--- src/hdl/trd_pkg.sv ---
// shared types and constants of the triangle rasterizer with depth test
package trd_pkg;

  localparam int PCW    = 11;          // pixel coordinate, screens up to 2048
  localparam int EW     = 44;          // edge function accumulators
  localparam int EDW    = 18;          // edge coefficients in doubled units
  localparam int NW     = 37;          // barycentric weights and their sum
  localparam int NLO    = 19;          // low slice of a weight per multiply
  localparam int NHI    = NW - NLO;
  localparam int ZW     = 24;          // depth and packed color width
  localparam int PRW    = NLO + ZW;    // partial product
  localparam int ACCW   = NW + ZW;     // weighted sum
  localparam int SHW    = 48;
  localparam int CNTW   = 17;
  localparam int MW     = 2 * ZW;      // pixel word: depth over color

  localparam logic [CNTW-1:0] COUNT_MAX = '1;
  localparam logic [ZW-1:0]   DEPTH_FAR = '1;

  typedef enum logic [1:0] {
    KIND_DRAW  = 2'd0,
    KIND_CLEAR = 2'd1,
    KIND_READ  = 2'd2
  } kind_t;

  typedef enum logic [2:0] {
    OP_NONE,
    OP_CULL,
    OP_DRAW,
    OP_CLEAR,
    OP_READ
  } op_t;

  typedef struct packed {
    logic [1:0]         kind;
    logic signed [15:0] v0_x;
    logic signed [15:0] v0_y;
    logic signed [15:0] v1_x;
    logic signed [15:0] v1_y;
    logic signed [15:0] v2_x;
    logic signed [15:0] v2_y;
    logic [SHW-1:0]     v0_shade;
    logic [SHW-1:0]     v1_shade;
    logic [SHW-1:0]     v2_shade;
  } in_item_t;

  typedef struct packed {
    logic [CNTW-1:0] pixels_written;
    logic            culled;
    logic [ZW-1:0]   read_color;
    logic [ZW-1:0]   read_depth;
  } out_item_t;

  typedef struct packed {
    op_t                    op;
    logic [PCW-1:0]         x0;
    logic [PCW-1:0]         x1;
    logic [PCW-1:0]         y0;
    logic [PCW-1:0]         y1;
    logic [2:0][EW-1:0]     w;
    logic [2:0][EDW-1:0]    ea;
    logic [2:0][EDW-1:0]    eb;
    logic [NW-1:0]          den;
    logic [2:0][SHW-1:0]    shade;
  } desc_t;

  typedef enum logic [1:0] {F_IDLE, F_SETUP, F_PUSH} front_st_t;

  typedef enum logic [3:0] {
    B_INIT, B_IDLE, B_CLEAR, B_READ, B_RDWAIT, B_SCAN, B_SHADE, B_TEST, B_DONE
  } back_st_t;

  typedef enum logic [2:0] {I_IDLE, I_MAC, I_LOAD, I_DIV, I_DONE} interp_st_t;

endpackage

--- src/hdl/trd_front.sv ---
// front end: accepts items, culls, clamps the box and sets up edge functions
module trd_front #(
  parameter int SCREEN_WIDTH  = 256,
  parameter int SCREEN_HEIGHT = 256,
  parameter int SUBPIXEL_BITS = 4
) (
  input  logic              clk,
  input  logic              rst_n,
  input  logic              start,
  input  logic              hold,
  input  trd_pkg::in_item_t in_item,
  input  logic              q_full,
  output logic              busy,
  output logic              q_push,
  output trd_pkg::desc_t    q_desc
);
  localparam int S = 1 << SUBPIXEL_BITS;

  trd_pkg::front_st_t state_r, state_nxt;
  trd_pkg::in_item_t  item_r;
  trd_pkg::op_t       op_r;
  logic [3:0]                  step_r;
  logic [trd_pkg::PCW-1:0]     bx0_r, bx1_r, by0_r, by1_r;
  logic                        empty_r;
  logic signed [39:0]          prod_r, acc_r, area_r;
  logic signed [trd_pkg::EW-1:0] w_r [3];

  // box and read position from the incoming beat
  logic signed [15:0] xmin, xmax, ymin, ymax;
  logic signed [16:0] fx0, fx1, fy0, fy1, cx0c, cx1c, cy0c, cy1c, rx, ry;
  logic               box_empty, rd_in;

  always_comb begin
    xmin = in_item.v0_x; xmax = in_item.v0_x;
    ymin = in_item.v0_y; ymax = in_item.v0_y;
    if (in_item.v1_x < xmin) xmin = in_item.v1_x;
    if (in_item.v2_x < xmin) xmin = in_item.v2_x;
    if (in_item.v1_x > xmax) xmax = in_item.v1_x;
    if (in_item.v2_x > xmax) xmax = in_item.v2_x;
    if (in_item.v1_y < ymin) ymin = in_item.v1_y;
    if (in_item.v2_y < ymin) ymin = in_item.v2_y;
    if (in_item.v1_y > ymax) ymax = in_item.v1_y;
    if (in_item.v2_y > ymax) ymax = in_item.v2_y;
    fx0  = 17'(xmin) >>> SUBPIXEL_BITS;
    fy0  = 17'(ymin) >>> SUBPIXEL_BITS;
    fx1  = (17'(xmax) + 17'(S - 1)) >>> SUBPIXEL_BITS;
    fy1  = (17'(ymax) + 17'(S - 1)) >>> SUBPIXEL_BITS;
    cx0c = (fx0 < 0) ? 17'sd0 : fx0;
    cy0c = (fy0 < 0) ? 17'sd0 : fy0;
    cx1c = (fx1 > SCREEN_WIDTH - 1)  ? 17'(SCREEN_WIDTH - 1)  : fx1;
    cy1c = (fy1 > SCREEN_HEIGHT - 1) ? 17'(SCREEN_HEIGHT - 1) : fy1;
    box_empty = (cx0c > cx1c) || (cy0c > cy1c);
    rx = 17'(in_item.v0_x) >>> SUBPIXEL_BITS;
    ry = 17'(in_item.v0_y) >>> SUBPIXEL_BITS;
    rd_in = (rx >= 0) && (rx < SCREEN_WIDTH) && (ry >= 0) && (ry < SCREEN_HEIGHT);
  end

  // doubled vertex coordinates and edge coefficients
  logic signed [16:0] dxv [3];
  logic signed [16:0] dyv [3];
  logic signed [16:0] dx10, dy10, dx20, dy20;
  logic signed [trd_pkg::EDW-1:0] ea [3];
  logic signed [trd_pkg::EDW-1:0] eb [3];
  logic signed [21:0] cxs, cys;
  logic signed [trd_pkg::EDW-1:0] ma;
  logic signed [21:0] mb;

  always_comb begin
    dxv[0] = {item_r.v0_x, 1'b0}; dyv[0] = {item_r.v0_y, 1'b0};
    dxv[1] = {item_r.v1_x, 1'b0}; dyv[1] = {item_r.v1_y, 1'b0};
    dxv[2] = {item_r.v2_x, 1'b0}; dyv[2] = {item_r.v2_y, 1'b0};
    dx10 = 17'(item_r.v1_x) - 17'(item_r.v0_x);
    dy10 = 17'(item_r.v1_y) - 17'(item_r.v0_y);
    dx20 = 17'(item_r.v2_x) - 17'(item_r.v0_x);
    dy20 = 17'(item_r.v2_y) - 17'(item_r.v0_y);
    // edge e runs from vertex e+1 to vertex e+2
    ea[0] = 18'(dxv[2]) - 18'(dxv[1]); eb[0] = 18'(dyv[2]) - 18'(dyv[1]);
    ea[1] = 18'(dxv[0]) - 18'(dxv[2]); eb[1] = 18'(dyv[0]) - 18'(dyv[2]);
    ea[2] = 18'(dxv[1]) - 18'(dxv[0]); eb[2] = 18'(dyv[1]) - 18'(dyv[0]);
    // first pixel center in doubled units
    cxs = $signed(22'({bx0_r, 1'b1}) << SUBPIXEL_BITS);
    cys = $signed(22'({by0_r, 1'b1}) << SUBPIXEL_BITS);
    case (step_r)
      4'd0: begin ma = 18'(dx10); mb = 22'(dy20); end
      4'd1: begin ma = 18'(dy10); mb = 22'(dx20); end
      4'd2: begin ma = ea[0]; mb = cys - 22'(dyv[1]); end
      4'd3: begin ma = eb[0]; mb = cxs - 22'(dxv[1]); end
      4'd4: begin ma = ea[1]; mb = cys - 22'(dyv[2]); end
      4'd5: begin ma = eb[1]; mb = cxs - 22'(dxv[2]); end
      4'd6: begin ma = ea[2]; mb = cys - 22'(dyv[0]); end
      4'd7: begin ma = eb[2]; mb = cxs - 22'(dxv[0]); end
      default: begin ma = '0; mb = '0; end
    endcase
  end

  logic accept;
  assign accept = start && !busy;

  always_comb begin
    state_nxt = state_r;
    case (state_r)
      trd_pkg::F_IDLE: begin
        if (accept) begin
          state_nxt = (in_item.kind == trd_pkg::KIND_DRAW) ? trd_pkg::F_SETUP
                                                           : trd_pkg::F_PUSH;
        end
      end
      trd_pkg::F_SETUP: begin
        if ((step_r == 4'd3 && (area_r >= 0 || empty_r)) || step_r == 4'd8) begin
          state_nxt = trd_pkg::F_PUSH;
        end
      end
      trd_pkg::F_PUSH: begin
        if (!q_full) state_nxt = trd_pkg::F_IDLE;
      end
      default: state_nxt = trd_pkg::F_IDLE;
    endcase
  end

  logic signed [39:0] nden;

  always_comb begin
    busy   = (state_r != trd_pkg::F_IDLE) || hold;
    q_push = (state_r == trd_pkg::F_PUSH) && !q_full;
    nden   = -(area_r <<< 2);
    q_desc.op    = op_r;
    q_desc.x0    = bx0_r;
    q_desc.x1    = bx1_r;
    q_desc.y0    = by0_r;
    q_desc.y1    = by1_r;
    q_desc.den   = nden[trd_pkg::NW-1:0];
    q_desc.shade = {item_r.v2_shade, item_r.v1_shade, item_r.v0_shade};
    for (int e = 0; e < 3; e++) begin
      q_desc.w[e]  = w_r[e];
      q_desc.ea[e] = ea[e];
      q_desc.eb[e] = eb[e];
    end
  end

  always_ff @(posedge clk) begin
    if (!rst_n) begin
      state_r <= trd_pkg::F_IDLE;
      step_r  <= '0;
      op_r    <= trd_pkg::OP_NONE;
    end else begin
      state_r <= state_nxt;
      if (accept) begin
        item_r  <= in_item;
        step_r  <= '0;
        empty_r <= box_empty;
        bx1_r   <= cx1c[trd_pkg::PCW-1:0];
        by1_r   <= cy1c[trd_pkg::PCW-1:0];
        if (in_item.kind == trd_pkg::KIND_READ) begin
          bx0_r <= rx[trd_pkg::PCW-1:0];
          by0_r <= ry[trd_pkg::PCW-1:0];
        end else begin
          bx0_r <= cx0c[trd_pkg::PCW-1:0];
          by0_r <= cy0c[trd_pkg::PCW-1:0];
        end
        case (in_item.kind)
          trd_pkg::KIND_CLEAR: op_r <= trd_pkg::OP_CLEAR;
          trd_pkg::KIND_READ:  op_r <= rd_in ? trd_pkg::OP_READ : trd_pkg::OP_NONE;
          trd_pkg::KIND_DRAW:  op_r <= trd_pkg::OP_DRAW;
          default:             op_r <= trd_pkg::OP_NONE;
        endcase
      end
      if (state_r == trd_pkg::F_SETUP) begin
        step_r <= step_r + 4'd1;
        prod_r <= ma * mb;
        case (step_r)
          4'd1, 4'd3, 4'd5, 4'd7: acc_r <= prod_r;
          4'd2: area_r <= acc_r - prod_r;
          4'd4: w_r[0] <= trd_pkg::EW'(acc_r) - trd_pkg::EW'(prod_r);
          4'd6: w_r[1] <= trd_pkg::EW'(acc_r) - trd_pkg::EW'(prod_r);
          4'd8: w_r[2] <= trd_pkg::EW'(acc_r) - trd_pkg::EW'(prod_r);
          default: ;
        endcase
        if (step_r == 4'd3) begin
          if (area_r >= 0)  op_r <= trd_pkg::OP_CULL;
          else if (empty_r) op_r <= trd_pkg::OP_NONE;
        end
      end
    end
  end
endmodule

--- config.mk ---
export PLATFORM = sky130hd
export DESIGN_NAME = trd_front
export DESIGN_NICKNAME = d
export VERILOG_FILES = /design/src/hdl/trd_pkg.sv /design/src/hdl/trd_front.sv
export SDC_FILE = /design/constraint.sdc
export NUM_CORES = 2
export LEC_CHECK = 0
export ABC_AREA = 1
export BUFFER_PORTS_ARGS = -buffer_cell sky130_fd_sc_hd__buf_2
export CAP_MARGIN = 20
export CORE_ASPECT_RATIO = 1.4
export CORE_MARGIN = 1.5
export CORE_UTILIZATION = 59
export CTS_CLUSTER_DIAMETER = 200
export DETAILED_ROUTE_END_ITERATION = 10
export PLACE_DENSITY_LB_ADDON = 0.2
export SKIP_CTS_REPAIR_TIMING = 1
export SYNTH_ARGS = -nofsm -noshare
export SYNTH_HDL_FRONTEND = slang
export SYNTH_SLANG_ARGS = --single-unit
--- constraint.sdc ---
create_clock -name clk -period 17.7 [get_ports clk]
set_input_delay 3.54 -clock clk [delete_from_list [all_inputs] [get_ports clk]]
set_output_delay 3.54 -clock clk [all_outputs]
set_load 0.05 [all_outputs]
== Yosys cells after proc, flatten, opt, wreduce, memory -nomap -nowiden ==
Memory sizes are Yosys's and may differ from the RTL's.
Cells that the tools add are included.

* Add/subtract/negate cells: 22
* Multiply operators: 1
* Div/mod/pow operators: 0
* Order comparisons: 19
* Equality and inequality tests: 15
* Shift operators: 0
* Multiplexer cells: 48
* Bitwise gates (word level): 0
* Reductions and logical operators: 25

{| class="wikitable"
|+ Operators by type and width
! kind !! count
|-
| 17-bit by 17-bit subtractor with 18-bit output || 12
|-
| 22-bit case mux with 8 select lines || 1
|-
| 18-bit case mux with 8 select lines || 1
|-
| 16-bit two-way mux || 8
|-
| 44-bit two-way mux || 2
|-
| 44-bit OR reduction || 2
|-
| 17-bit two-way mux || 4
|-
| 16-bit by 16-bit subtractor with 17-bit output || 4
|-
| 16-bit greater-than comparator || 4
|-
| 16-bit less-than comparator || 4
|-
| 40-bit by 40-bit subtractor with 41-bit output || 1
|-
| 40-bit by 1-bit greater-or-equal comparator with 1-bit output, second input constant || 1
|-
| 18-bit by 22-bit multiplier with 40-bit output || 1
|-
| 40-bit subtractor || 1
|-
| 37-bit negation || 1
|-
| 16-bit by 5-bit adder with 17-bit output, second input constant || 2
|-
| 17-bit greater-than comparator || 2
|-
| 13-bit by 9-bit greater-than comparator with 1-bit output, second input constant || 2
|-
| 12-bit by 1-bit greater-or-equal comparator with 1-bit output, second input constant || 2
|-
| 12-bit by 1-bit less-than comparator with 1-bit output, second input constant || 2
|-
| 12-bit by 10-bit less-than comparator with 1-bit output, second input constant || 2
|-
| 11-bit two-way mux || 2
|-
| 3-bit two-way mux || 6
|-
| 4-bit by 3-bit equality test with 1-bit output, second input constant || 4
|-
| other kinds (21) || 59
|}

* Bits in registers: 414
* Bits in latches: 0
* Memory bits (writable): 132
* ROM bits: 0
* Input bits: 247
* Output and inout bits: 470
* Word-level logic and storage cells: 151
* Memories: 1

{| class="wikitable"
|+ Memory list
! name !! depth !! bits a word !! read ports !! clocked after Yosys merged registers in !! write ports !! line !! text
|-
| w_r || 3 || 44 || 3 || 0 || 1 || trd_front.sv:26 || <nowiki>logic signed [trd_pkg::EW-1:0] w_r [3];</nowiki>
|}

== Longest topological paths before layout ==
* Word-level depth: 11
* Depth in mapped cells: 50
* Gate-level depth less buffers: 49

== Least setup slack after synthesis ==
No wires, ideal clock.

* Path kind: input-to-reg
* From: in hold
* To: reg bx0_r[0] (netlist name) (enable)
* Library setup time: 0.938 ns
* Arrival: 15.597 ns
* Required time: 16.762 ns
* Path slack: 1.165 ns
* Cell stages on the path: 3
* Path buffers: 0
* Path through: inv_1 > nand3_1 > nor2_1

* Word-level cells in the longest chain between the ends: 4

{| class="wikitable"
|+ Ends and longest elaborated chain
! what !! line !! text
|-
| from (decl) || trd_front.sv:10 || <nowiki>input logic hold,</nowiki>
|-
| 1-bit logical OR || trd_front.sv:123 || <nowiki>busy = (state_r != trd_pkg::F_IDLE) || hold;</nowiki>
|-
| 1-bit zero test || trd_front.sv:97 || <nowiki>assign accept = start && !busy;</nowiki>
|-
| 1-bit logical AND || trd_front.sv:97 ||
|-
| 2-bit AND reduction (no line) || n/a ||
|-
| to (signal assigned) || trd_front.sv:154 || <nowiki>bx0_r <= rx[trd_pkg::PCW-1:0];</nowiki>
|-
| to (signal assigned) || trd_front.sv:157 || <nowiki>bx0_r <= cx0c[trd_pkg::PCW-1:0];</nowiki>
|-
| to (decl) || trd_front.sv:23 || <nowiki>logic [trd_pkg::PCW-1:0] bx0_r, bx1_r, by0_r, by1_r;</nowiki>
|}

Every way passes these cells.
A chain may end at the register's enable or synchronous reset.

== Worst setup path in the final report ==
* From: in in_item[220] (netlist name)
* To: reg empty_r (data pin)

* Word-level cells in the longest chain between the ends: 9
* Elaborated cells on any way between the ends: 15
* Classes of those cells: add/sub: 1; order compare: 7; mux: 6; reduce/logical: 1

{| class="wikitable"
|+ Ends and longest elaborated chain
! what !! line !! text
|-
| from (decl) || trd_front.sv:11 || <nowiki>input trd_pkg::in_item_t in_item,</nowiki>
|-
| 16-bit greater-than comparator || trd_front.sv:42 || <nowiki>if (in_item.v1_y > ymax) ymax = in_item.v1_y;</nowiki>
|-
| 16-bit two-way mux || trd_front.sv:42 ||
|-
| 16-bit greater-than comparator || trd_front.sv:43 || <nowiki>if (in_item.v2_y > ymax) ymax = in_item.v2_y;</nowiki>
|-
| 16-bit two-way mux || trd_front.sv:43 ||
|-
| 16-bit by 5-bit adder with 17-bit output || trd_front.sv:47 || <nowiki>fy1 = (17'(ymax) + 17'(S - 1)) >>> SUBPIXEL_BITS;</nowiki>
|-
| 13-bit by 9-bit greater-than comparator with 1-bit output || trd_front.sv:51 || <nowiki>cy1c = (fy1 > SCREEN_HEIGHT - 1) ? 17'(SCREEN_HEIGHT - 1) : fy1;</nowiki>
|-
| 17-bit two-way mux || trd_front.sv:51 ||
|-
| 17-bit greater-than comparator (*) || trd_front.sv:52 || <nowiki>box_empty = (cx0c > cx1c) || (cy0c > cy1c);</nowiki>
|-
| 1-bit logical OR (*) || trd_front.sv:52 ||
|-
| via box_empty || trd_front.sv:31 || <nowiki>logic box_empty, rd_in;</nowiki>
|-
| to (signal assigned) || trd_front.sv:150 || <nowiki>empty_r <= box_empty;</nowiki>
|-
| to (decl) || trd_front.sv:24 || <nowiki>logic empty_r;</nowiki>
|}

Mark *: on every way through the listed nets, which the timed path passes. The rest lies on a longest branch.

==> flow_metrics.tcl <==
set metrics [dict create \
    start_util 0.596 \
    ys_types 72 \
    fin_setup_tns_ns 0 \
    cts_htree_levels 2 \
    rsz0062_at_grt "no" \
    die_w_um 240 \
    crit_top_cell "nand2_1" \
    cp_num_cells 34 \
    drive_gt1_frac 0.162 \
    dr.first_iter.drc_count 3920 \
    via_per_inst 5.79 \
    cts-root-buf "clkbuf_16" \
    crit_arrival_ns 11.61 \
    ys_seq_area_frac 0.344 \
    cp_max_fo 32 \
    cts_tree "done" \
    synth_cells 5158 \
    startpoint_type "input port" \
    async_flop_share 0 \
    slew_headroom 0.274 \
    antenna_found_initial 17 \
    synthFlopType "edfxtp_1" \
    cts.sinks 533 \
    die_area_mm2 0.0801 \
    clock.fmax_mhz 89.3 \
    drcViolationCount 0 \
    routed_wl_mm 163 \
    fin_crit_ns 11.20 \
    nets 6838 \
    fin_skew_ns 0.0510 \
    grt_pass1_wl_mm 238 \
    synth_area_mm2 0.0463 \
    grt_overflow 0 \
    hpwl_mm 135 \
    place_congestion 1.06 \
    num_rows 121 \
    synth_edf_count 524 \
    critical-path-top-delay-family "simple AND/OR/NAND/NOR gates" \
    cts.clk_slew.worst_paths_ns 0.07 \
    critPathRequiredTime_ns 18.11 \
    status "finished, final reports clean" \
    max_cap_viol_count 0 \
    wl_per_cell_um 23.5 \
    cp_num_buf_inv 3 \
    post-route-period-util 0.633 \
    hold_viol 0 \
    numCtsBuffers 52 \
    grt.total_usage 0.405 \
    slowest_delay_ns 0.89 \
    io_buffers 708 \
    grt_pass1_vias 39897 \
    core_mm2 0.0777 \
    ios 717 \
    worstSetupEndpoint "empty_r" \
    clock_path_buffers 3 \
    rrSetupSlack_ns 6.85 \
    drv_slew 0 \
    dr.pass1.iters 6 \
    reg2reg_from "step_r[0]" \
    final-setup-viol-count 0 \
    tightest_slew_ns 1.08 \
    final_util 0.677 \
    ant_nets 0 \
    num_vias 40136 \
    grt_max_degree 78 \
    clock_latency_ns 0.67 \
    avgSynthCellArea_um2 8.97 \
    worstSetupPathType "input port to flip-flop" \
    end_kind "flip-flop" \
    area_growth_pct 13.6 \
    cp-startpoint "in_item[220]" \
    cpMaxStageDelayCell "o41ai_2" \
    die-height_um 334 \
    synth-seq-cells 533 \
    r2r_cells 39 \
    r2r-end "prod_r[38]" \
    hold_class "flip-flop to flip-flop" \
    synth-warning-count 0 \
]
==> synth_stat cells (19+ instances only) <==
cell	n	share of area
or2_2	19	0.0026
o22ai_1	54	0.0073
buf_2	22	0.0024
a221oi_1	22	0.0042
inv_1	1010	0.082
fa_1	352	0.15
nand3_1	194	0.021
o21ai_0	203	0.022
o21ai_1	50	0.0054
nor3_1	41	0.0044
nand4_1	32	0.0043
edfxtp_1	524	0.34
nor2_1	258	0.021
buf_4	21	0.0034
ha_1	410	0.11
clkbuf_1	71	0.0058
xor2_1	147	0.028
xnor2_1	46	0.0087
nand2_1	1021	0.083
a21oi_1	336	0.036
a31oi_1	40	0.0054
a21o_1	19	0.0031
==> cell type report <==
cell class,count,area [µm²]
multi-input cells,3473,25900
fillers,6336,25100
flip-flops and latches,533,15900
inverters,1033,3880
repair buffers,736,3750
clock buffers,59,1330
well taps,1045,1310
clock inverters,39,385
diodes,16,40.0
==> metal layers <==
| metal | vias to the layer above | wire (µm) | global-route usage |
|---|---|---|---|
| li1 | 18184 | - | - |
| met1 | 19106 | 56500 | 0.459 |
| met2 | 2295 | 76200 | 0.672 |
| met3 | 545 | 17200 | 0.102 |
| met4 | 6 | 12800 | 0.269 |
| met5 | - | 44 | 0 |
==> how the worst min path moves through the flow <==
stage	startpoint	to	slack, ns	cells past startpoint
4_1_cts	prod_r[4]	acc_r[4]	0.45	0
5_1_grt	prod_r[35]	acc_r[35]	0.46	0
3_5_place_dp	prod_r[7]	acc_r[7]	0.43	0
3_3_place_gp	prod_r[3]	acc_r[3]	0.43	0
6_report	prod_r[5]	acc_r[5]	0.45	0
2_1_floorplan	prod_r[10]	acc_r[10]	0.43	0
==> registers in the layout (all words and copies together) (netlist names) <==
name	count
acc_r	40
area_r	36
bx0_r	11
bx1_r	11
by0_r	11
by1_r	11
dxv	48
dyv	48
empty_r	1
op_r	3
prod_r	40
q_desc	144
state_r	2
step_r	4
w_r	123
==> cells by family after synthesis <==
logic type | count (synthesis) | synth area share
and+or+nand+nor | 1649 | 0.150
buffers and inverters | 1159 | 0.0973
AOI/OAI and AO/OA | 860 | 0.109
adders and majority gates | 762 | 0.263
DFF | 533 | 0.344
xor gates and xnor gates | 193 | 0.0365
other | 1 | 0.0000810
muxes | 1 | 0.000216
==> placed cells by master (no fill, tap or decap), types with 9 or more instances in the layout <==
master / netlist / layout
nand2_1: 1021 / 1021
a21oi_2: 9 / 9
o21ai_0: 203 / 202
xor2_1: 147 / 147
o21bai_1: 13 / 13
nand4_1: 32 / 32
nor3_1: 41 / 40
ha_1: 410 / 410
a221oi_1: 22 / 22
a31oi_1: 40 / 40
buf_4: 21 / 23
o21ai_1: 50 / 51
clkbuf_16: 0 / 52
fa_1: 352 / 352
edfxtp_1: 524 / 524
nand3_1: 194 / 194
o21ai_2: 18 / 18
a21oi_1: 336 / 335
o21a_1: 12 / 12
or2_2: 19 / 19
buf_2: 22 / 709
diode_2: 0 / 16
a22o_1: 17 / 17
clkinv_2: 0 / 13
nor4_1: 13 / 12
o22ai_1: 54 / 54
inv_1: 1010 / 1010
clkinv_1: 5 / 11
inv_2: 18 / 18
xnor2_1: 46 / 46
nor2_2: 16 / 17
nor2_1: 258 / 252
a21o_1: 19 / 19
dfxtp_1: 9 / 9
nand2_2: 15 / 15
o31ai_1: 10 / 10
==> per-stage QoR <==
step	instances	cell area [µm²]	setup slack, ns	hold slack (ns)
2_1_floorplan	5165	46300	1.16	0.426
3_3_place_gp	6815	50800	5.57	0.431
3_5_place_dp	6816	50800	5.95	0.435
4_1_cts	6914	52500	6.62	0.451
5_1_grt	6923	52500	6.05	0.458
6_report	6934	52600	6.50	0.452
Power is left out: the tool's default activity adds up to more than one toggle a clock period on the data nets, which glitch-free logic cannot reach.
